--- src/sv/jss_pkg.sv ---
package jss_pkg;

    // Bus clock rate; the step period numerator is 46 times this value.
    localparam int CLOCK_SCALE = 80000000;
    localparam longint unsigned PERIOD_NUM = 64'(CLOCK_SCALE) * 64'd46;

    // Field widths.
    localparam int X_W      = 10;
    localparam int CFG_W    = 16;
    localparam int PERIOD_W = 23;
    localparam int ANGLE_W  = 7;

    // Divider widths: numerator, denominator, product and step counter.
    localparam int NUM_W  = $clog2(PERIOD_NUM + 64'd1);
    localparam int DEN_W  = 15;
    localparam int PROD_W = 16;
    localparam int CNT_W  = $clog2(NUM_W);

    // Joystick thresholds and the linear period law.
    localparam int FWD_LIMIT = 460;
    localparam int REV_LIMIT = 560;
    localparam int SLOPE     = 39;
    localparam int FWD_BASE  = 18400;
    localparam int REV_BASE  = 21380;

    // Position and period limits.
    localparam int FULL_TURN   = 100;
    localparam int PERIOD_MAX  = 23'h7FFFFF;
    localparam int IDLE_RESET  = 16'hFFFF;

    // Controller states.
    typedef enum logic [1:0] {
        ST_IDLE,
        ST_DIV,
        ST_DONE
    } t_state;

    // Commands from the controller to the datapath.
    typedef struct packed {
        logic accept;
        logic div_step;
        logic load_out;
    } t_dp_cmd;

    // Status from the datapath to the controller.
    typedef struct packed {
        logic step_item;
        logic div_last;
        logic out_free;
    } t_dp_status;

endpackage

--- src/sv/jss_ctrl.sv ---
module jss_ctrl (
    input  logic                  i_clk,
    input  logic                  i_rst_n,
    input  logic                  i_in_valid,
    output logic                  o_in_stall,
    input  jss_pkg::t_dp_status   i_status,
    output jss_pkg::t_dp_cmd      o_cmd
);

    jss_pkg::t_state r_state;
    jss_pkg::t_state n_state;

    // State register.
    always_ff @(posedge i_clk) begin
        if (!i_rst_n) begin
            r_state <= jss_pkg::ST_IDLE;
        end else begin
            r_state <= n_state;
        end
    end

    // Next state and datapath commands.
    always_comb begin
        n_state = r_state;
        o_cmd   = '0;
        unique case (r_state)
            jss_pkg::ST_IDLE: begin
                if (i_in_valid) begin
                    o_cmd.accept = 1'b1;
                    n_state = i_status.step_item ? jss_pkg::ST_DIV : jss_pkg::ST_DONE;
                end
            end
            jss_pkg::ST_DIV: begin
                o_cmd.div_step = 1'b1;
                if (i_status.div_last) begin
                    n_state = jss_pkg::ST_DONE;
                end
            end
            jss_pkg::ST_DONE: begin
                if (i_status.out_free) begin
                    o_cmd.load_out = 1'b1;
                    n_state = jss_pkg::ST_IDLE;
                end
            end
            default: begin
                n_state = jss_pkg::ST_IDLE;
            end
        endcase
    end

    // A new item is taken only between items.
    assign o_in_stall = (r_state != jss_pkg::ST_IDLE);

endmodule

--- src/sv/jss_datapath.sv ---
module jss_datapath (
    input  logic                          i_clk,
    input  logic                          i_rst_n,
    input  logic                          i_cfg_wr_en,
    input  logic [jss_pkg::CFG_W-1:0]     i_cfg_wr_data,
    input  logic [jss_pkg::X_W-1:0]       i_joystick_sample,
    input  logic                          i_out_stall,
    input  jss_pkg::t_dp_cmd              i_cmd,
    output jss_pkg::t_dp_status           o_status,
    output logic                          o_out_valid,
    output logic                          o_coil_a,
    output logic                          o_coil_b,
    output logic                          o_stepped,
    output logic                          o_reverse,
    output logic [jss_pkg::PERIOD_W-1:0]  o_next_period,
    output logic [jss_pkg::ANGLE_W-1:0]   o_angle_steps
);

    // Configuration and motor state.
    logic [jss_pkg::CFG_W-1:0]    r_idle_period;
    logic [1:0]                   r_phase;
    logic [jss_pkg::ANGLE_W-1:0]  r_angle;
    logic                         r_coil_a;
    logic                         r_coil_b;
    logic                         r_out_valid;

    // Working registers of the current item.
    logic                         r_stepped;
    logic                         r_reverse;
    logic [jss_pkg::DEN_W-1:0]    r_den;
    logic [jss_pkg::DEN_W-1:0]    r_rem;
    logic [jss_pkg::NUM_W-1:0]    r_quo;
    logic [jss_pkg::CNT_W-1:0]    r_cnt;

    // Output payload registers.
    logic                         r_out_coil_a;
    logic                         r_out_coil_b;
    logic                         r_out_stepped;
    logic                         r_out_reverse;
    logic [jss_pkg::PERIOD_W-1:0] r_out_period;
    logic [jss_pkg::ANGLE_W-1:0]  r_out_angle;

    logic                         w_fwd;
    logic                         w_rev;
    logic [jss_pkg::PROD_W-1:0]   w_prod;
    logic [jss_pkg::DEN_W-1:0]    w_den;
    logic [jss_pkg::DEN_W:0]      w_trial;
    logic                         w_qbit;
    logic [jss_pkg::DEN_W-1:0]    n_rem;
    logic [jss_pkg::PERIOD_W-1:0] w_period;

    // Classify the sample and form the period denominator.
    assign w_fwd  = (i_joystick_sample < jss_pkg::X_W'(jss_pkg::FWD_LIMIT));
    assign w_rev  = (i_joystick_sample > jss_pkg::X_W'(jss_pkg::REV_LIMIT));
    assign w_prod = jss_pkg::PROD_W'(i_joystick_sample) * jss_pkg::PROD_W'(jss_pkg::SLOPE);
    assign w_den  = w_fwd
        ? jss_pkg::DEN_W'(jss_pkg::PROD_W'(jss_pkg::FWD_BASE) - w_prod)
        : jss_pkg::DEN_W'(w_prod - jss_pkg::PROD_W'(jss_pkg::REV_BASE));

    // One restoring division step: one quotient bit per cycle.
    assign w_trial = {r_rem, r_quo[jss_pkg::NUM_W-1]};
    assign w_qbit  = (w_trial >= {1'b0, r_den});
    assign n_rem   = w_qbit ? jss_pkg::DEN_W'(w_trial - {1'b0, r_den})
                            : w_trial[jss_pkg::DEN_W-1:0];

    // Saturated step period, or the idle period in the dead zone.
    always_comb begin
        if (!r_stepped) begin
            w_period = jss_pkg::PERIOD_W'(r_idle_period);
        end else if (r_quo > jss_pkg::NUM_W'(jss_pkg::PERIOD_MAX)) begin
            w_period = jss_pkg::PERIOD_W'(jss_pkg::PERIOD_MAX);
        end else begin
            w_period = r_quo[jss_pkg::PERIOD_W-1:0];
        end
    end

    // Configuration, motor state and output valid.
    always_ff @(posedge i_clk) begin
        if (!i_rst_n) begin
            r_idle_period <= jss_pkg::CFG_W'(jss_pkg::IDLE_RESET);
            r_phase       <= 2'd0;
            r_angle       <= '0;
            r_coil_a      <= 1'b0;
            r_coil_b      <= 1'b0;
            r_out_valid   <= 1'b0;
        end else begin
            if (i_cfg_wr_en) begin
                r_idle_period <= i_cfg_wr_data;
            end
            // Phases 0..3 drive (A,B) = 11, 01, 00, 10.
            if (i_cmd.accept && (w_fwd || w_rev)) begin
                r_coil_a <= ~(r_phase[1] ^ r_phase[0]);
                r_coil_b <= ~r_phase[1];
                if (w_fwd) begin
                    r_phase <= r_phase + 2'd1;
                    r_angle <= (r_angle >= jss_pkg::ANGLE_W'(jss_pkg::FULL_TURN - 1))
                               ? '0 : r_angle + 1'b1;
                end else begin
                    r_phase <= r_phase - 2'd1;
                    r_angle <= (r_angle <= jss_pkg::ANGLE_W'(1))
                               ? jss_pkg::ANGLE_W'(jss_pkg::FULL_TURN) : r_angle - 1'b1;
                end
            end
            if (i_cmd.load_out) begin
                r_out_valid <= 1'b1;
            end else if (r_out_valid && !i_out_stall) begin
                r_out_valid <= 1'b0;
            end
        end
    end

    // Divider registers and the captured item.
    always_ff @(posedge i_clk) begin
        if (i_cmd.accept) begin
            r_stepped <= w_fwd || w_rev;
            r_reverse <= w_rev;
            r_den     <= w_den;
            r_rem     <= '0;
            r_quo     <= jss_pkg::NUM_W'(jss_pkg::PERIOD_NUM);
            r_cnt     <= jss_pkg::CNT_W'(jss_pkg::NUM_W - 1);
        end else if (i_cmd.div_step) begin
            r_rem <= n_rem;
            r_quo <= {r_quo[jss_pkg::NUM_W-2:0], w_qbit};
            r_cnt <= r_cnt - 1'b1;
        end
    end

    // Output register, loaded once the previous result has been taken.
    always_ff @(posedge i_clk) begin
        if (i_cmd.load_out) begin
            r_out_coil_a  <= r_coil_a;
            r_out_coil_b  <= r_coil_b;
            r_out_stepped <= r_stepped;
            r_out_reverse <= r_reverse;
            r_out_period  <= w_period;
            r_out_angle   <= r_angle;
        end
    end

    assign o_status.step_item = w_fwd || w_rev;
    assign o_status.div_last  = (r_cnt == '0);
    assign o_status.out_free  = !r_out_valid || !i_out_stall;

    assign o_out_valid   = r_out_valid;
    assign o_coil_a      = r_out_coil_a;
    assign o_coil_b      = r_out_coil_b;
    assign o_stepped     = r_out_stepped;
    assign o_reverse     = r_out_reverse;
    assign o_next_period = r_out_period;
    assign o_angle_steps = r_out_angle;

endmodule

--- src/sv/joystick_stepper_sequencer_unit.sv ---
// A stepping sample runs through the 32-bit period divider, one quotient bit per
// cycle; a dead-zone sample skips the divider and goes straight to the output.
// A new sample is taken only once the last one has been loaded into the output register.
// The output register lets a new item start while the last result waits.
// Reset is synchronous, active low: idle period 0xFFFF, phase 0, position 0,
// coils off, no result pending.
module joystick_stepper_sequencer_unit (
    input  logic                          i_clk,
    input  logic                          i_rst_n,
    input  logic                          i_cfg_wr_en,
    input  logic [jss_pkg::CFG_W-1:0]     i_cfg_wr_data,
    input  logic                          i_in_valid,
    output logic                          o_in_stall,
    input  logic [jss_pkg::X_W-1:0]       i_joystick_sample,
    output logic                          o_out_valid,
    input  logic                          i_out_stall,
    output logic                          o_coil_a,
    output logic                          o_coil_b,
    output logic                          o_stepped,
    output logic                          o_reverse,
    output logic [jss_pkg::PERIOD_W-1:0]  o_next_period,
    output logic [jss_pkg::ANGLE_W-1:0]   o_angle_steps
);

    jss_pkg::t_dp_cmd    w_cmd;
    jss_pkg::t_dp_status w_status;

    // Sequencing of accept, divide and output load.
    jss_ctrl u_ctrl (
        .i_clk      (i_clk),
        .i_rst_n    (i_rst_n),
        .i_in_valid (i_in_valid),
        .o_in_stall (o_in_stall),
        .i_status   (w_status),
        .o_cmd      (w_cmd)
    );

    // Motor state, period divider and output register.
    jss_datapath u_datapath (
        .i_clk             (i_clk),
        .i_rst_n           (i_rst_n),
        .i_cfg_wr_en       (i_cfg_wr_en),
        .i_cfg_wr_data     (i_cfg_wr_data),
        .i_joystick_sample (i_joystick_sample),
        .i_out_stall       (i_out_stall),
        .i_cmd             (w_cmd),
        .o_status          (w_status),
        .o_out_valid       (o_out_valid),
        .o_coil_a          (o_coil_a),
        .o_coil_b          (o_coil_b),
        .o_stepped         (o_stepped),
        .o_reverse         (o_reverse),
        .o_next_period     (o_next_period),
        .o_angle_steps     (o_angle_steps)
    );

endmodule

--- config.mk ---
export PLATFORM = sky130hd
export DESIGN_NAME = joystick_stepper_sequencer_unit
export DESIGN_NICKNAME = d
export VERILOG_FILES = /design/src/sv/jss_pkg.sv /design/src/sv/jss_ctrl.sv /design/src/sv/jss_datapath.sv /design/src/sv/joystick_stepper_sequencer_unit.sv
export SDC_FILE = /design/constraint.sdc
export NUM_CORES = 1
export LEC_CHECK = 0
export ABC_AREA = 1
export BUFFER_PORTS_ARGS = -buffer_cell sky130_fd_sc_hd__buf_2
export CELL_PAD_IN_SITES_DETAIL_PLACEMENT = 1
export CELL_PAD_IN_SITES_GLOBAL_PLACEMENT = 1
export CORE_ASPECT_RATIO = 0.7
export CORE_MARGIN = 3
export CORE_UTILIZATION = 30
export CTS_CLUSTER_SIZE = 24
export DETAILED_ROUTE_END_ITERATION = 7
export PLACE_DENSITY_LB_ADDON = 0.1
export SLEW_MARGIN = 15
export SYNTH_ARGS = -nofsm -noshare
export SYNTH_HDL_FRONTEND = slang
export SYNTH_HIERARCHICAL = 1
export SYNTH_SLANG_ARGS = --single-unit
--- constraint.sdc ---
create_clock -name i_clk -period 4.3 [get_ports i_clk]
set_clock_uncertainty 0.1 [all_clocks]
set_input_delay 0.215 -clock i_clk [delete_from_list [all_inputs] [get_ports i_clk]]
set_output_delay 0.215 -clock i_clk [all_outputs]
set_load 0.005 [all_outputs]
==> impl_metrics.env <==
export IMPL_worstPathMaxFanout=5
export IMPL_final_max_slew_violation_count=0
export IMPL_cp_cell_sequence="dlygate4sd3_1 > buf_2 > inv_1 > fa_1 > inv_1 > ha_1 > ha_1 > fa_1 > xnor2_1 > inv_1 > nor3_1 > a21oi_1 > nand2_1 > nand2_1 > nand2_1 > nand3_1 > nand2_1 > nand2_1"
export IMPL_grt_setup_unrepaired="no"
export IMPL_ctsHoldBuffers=18
export IMPL_grt_pass1_vias=7044
export IMPL_rows=49
export IMPL_leakage_nw=4.43
export IMPL_gp_congestion=0.815
export IMPL_grt_overflow_total=0
export IMPL_dieArea_um2=28800
export IMPL_timing_final_crit_share=0.875
export IMPL_area_growth_syn_to_layout_pct=18.6
export IMPL_dieWidth_um=202
export IMPL_clock_latency_ps=420
export IMPL_cp_data_required_time_ps=4370
export IMPL_ys_flop_type="dfxtp_1"
export IMPL_num_antenna_cells=0
export IMPL_grt_pass1_wl_um=36600
export IMPL_finalSetupViolations=0
export IMPL_drt_iter0_drc=228
export IMPL_hpwl_um=16000
export IMPL_wl_per_cell_um=14.7
export IMPL_syn_inst=1026
export IMPL_worst_setup_hold_path_clk_slew_ps=60
export IMPL_cts_buffers=17
export IMPL_netlist_area_um2=8040
export IMPL_seq_area_frac_synth=0.395
export IMPL_tritoncts="yes"
export IMPL_critical_path_class="input pin to flop"
export IMPL_portBuffers=66
export IMPL_layout_commonest_cell="nand2_1"
export IMPL_fillers=3197
export IMPL_clock_sinks=133
export IMPL_fmax_mhz=266
export IMPL_drive_gt1_frac=0.113
export IMPL_max_slew_margin=0.296
export IMPL_cp_end_kind="flop"
export IMPL_antenna_found_initial=0
export IMPL_ys_ff_latch=133
export IMPL_grt_usage=0.157
export IMPL_cts_resized=0
export IMPL_ys_warn_count=6
export IMPL_cts_root_buffer="clkbuf_16"
export IMPL_postRouteAntennaNets=0
export IMPL_postCtsSetupBuffers=0
export IMPL_holdWs_ps=115
export IMPL_hold_class="input pin to flop"
export IMPL_core_area_um2=26000
export IMPL_power_density_nw_per_um2=505
export IMPL_finalHoldViolCount=0
export IMPL_synth_distinct_cells=45
export IMPL_die_h_um=143
export IMPL_synth_edf_count=51
export IMPL_maxCapViolations=0
export IMPL_status="finished, final reports clean"
export IMPL_fin_crit_ps=3760
export IMPL_nets=1212
export IMPL_grt_max_degree=51
export IMPL_layout_common_cells="nand2_1, inv_1, nor2_1, nand3_1, dfxtp_1"
export IMPL_vdd_drop_max_uv=243
export IMPL_fin_setup_tns_ps=0
export IMPL_cpPeakStageDelay_ps=540
export IMPL_viasPerCell=4.57
export IMPL_synthArstFlopShare=0
export IMPL_crit_slowest_cell="fa_1"
export IMPL_avgSynthCellArea_um2=7.83
export IMPL_syn_nets=1130
export IMPL_worst_slew_pin_slew_ps=1060
export IMPL_wirelength_um=21800
export IMPL_cp_arrival_ps=3840
export IMPL_ios=67
export IMPL_drc=0
export IMPL_drt_pass1_iter_count=4
export IMPL_cpMostUsedCell="nand2_1"
export IMPL_cts_htree_levels=4
export IMPL_clockBufferDepth=2
export IMPL_cp_start_kind="input pin"
export IMPL_vias=6755
export IMPL_initial_core_util=0.309
==> path summary, 6_finish.rpt <==
check                                     end  slack, ps            startpoint  cells past startpoint
setup / recovery         u_datapath/r_den[14]        540  i_joystick_sample[0]                     18
hold / removal    u_datapath/r_idle_period[4]        120           i_cfg_wr_en                      3
setup reg to reg         u_datapath/r_rem[14]       1640   u_datapath/r_den[0]                     12
hold reg to reg           u_datapath/o_coil_b        350   u_datapath/r_coil_b                      0
==> final cells by class <==
cell class / instances / area [µm²] / share of cell area
multi-input cells: 706 / 4160 / 0.436
inverters: 157 / 589 / 0.0618
clock inverters: 9 / 128 / 0.0134
clock buffers: 23 / 458 / 0.0480
flip-flops and latches: 133 / 3170 / 0.333
well taps: 357 / 447 / 0.0469
repair buffers: 93 / 578 / 0.0606
==> routing by layer <==
layer  global-route usage  part of all wire
met4               0.0422            0.0087
met3               0.0264             0.022
met5                    0                 0
met2                0.243              0.42
met1                0.228              0.55
==> through the flow <==
| step | total power (W) | setup WS [ps] | instance area, µm² | utilization | std cells |
|---|---|---|---|---|---|
| 6_report | 0.00481 | 537 | 9530 | 0.367 | 1478 |
| 5_1_grt | 0.00522 | 198 | 9530 | 0.367 | 1478 |
| 4_1_cts | 0.00490 | 536 | 9530 | 0.367 | 1478 |
| 3_5_place_dp | 0.00336 | 286 | 8770 | 0.337 | 1428 |
| 3_3_place_gp | 0.00334 | 405 | 8770 | 0.337 | 1428 |
| 2_1_floorplan | 0.00290 | 800 | 8040 | - | 1026 |
==> kinds of logic (layout without fill, tap and decap cells) <==
family | after synthesis | count (layout) | share of synthesized area
xor gates and xnor gates | 33 | 33 | 0.0360
and+or+nand+nor | 451 | 451 | 0.249
DFF | 133 | 133 | 0.395
AOI/OAI and AO/OA | 149 | 149 | 0.102
buffers and inverters | 187 | 282 | 0.0900
adders and majority gates | 73 | 73 | 0.129
==> cells in the mapped netlist (all sizes together) (2+ instances only) <==
| master | n | share of area |
|---|---|---|
| a211oi | 2 | 0.0025 |
| a21o | 4 | 0.0037 |
| a21oi | 47 | 0.030 |
| a31oi | 7 | 0.0054 |
| buf | 9 | 0.0068 |
| clkbuf | 21 | 0.0098 |
| dfxtp | 82 | 0.20 |
| edfxtp | 51 | 0.19 |
| fa | 16 | 0.040 |
| ha | 57 | 0.089 |
| inv | 156 | 0.073 |
| nand2 | 209 | 0.099 |
| nand3 | 86 | 0.056 |
| nand3b | 20 | 0.019 |
| nand4 | 10 | 0.0078 |
| nor2 | 107 | 0.052 |
| nor3 | 9 | 0.0056 |
| nor3b | 2 | 0.0019 |
| nor4 | 3 | 0.0042 |
| o211ai | 6 | 0.0056 |
| o21ai | 77 | 0.048 |
| o21bai | 2 | 0.0023 |
| or2 | 4 | 0.0031 |
| xnor2 | 10 | 0.011 |
| xor2 | 23 | 0.025 |
==> flip-flops by register name, indices dropped and copies added, names as in the netlist <==
name	count
u_datapath/r_quo	32
u_datapath/o_next_period	23
u_datapath/r_idle_period	16
u_datapath/r_den	15
u_datapath/r_rem	15
u_datapath/o_angle_steps	7
u_datapath/r_angle	7
u_datapath/r_cnt	5
u_ctrl/r_state	2
u_datapath/r_phase	2
u_datapath/o_coil_a	1
u_datapath/o_coil_b	1
u_datapath/o_out_valid	1
u_datapath/o_reverse	1
u_datapath/o_stepped	1
u_datapath/r_coil_a	1
u_datapath/r_coil_b	1
u_datapath/r_reverse	1
u_datapath/r_stepped	1
==> worst max-delay path: cells and delay by family <==
family / cells / cell delay, ps
AOI/OAI and AO/OA: 1 / 160
xor gates and xnor gates: 1 / 360
adders and majority gates: 4 / 1410
buffers and inverters: 5 / 1020
and+or+nand+nor: 7 / 680
==> where the power goes <==
part	total [W]	switching, W	internal [W]
combinational	0.00163	0.00105	0.000582
clock	0.00149	0.000559	0.000926
sequential	0.00170	0.000133	0.00156
Power figures use the tool's default switching activity.
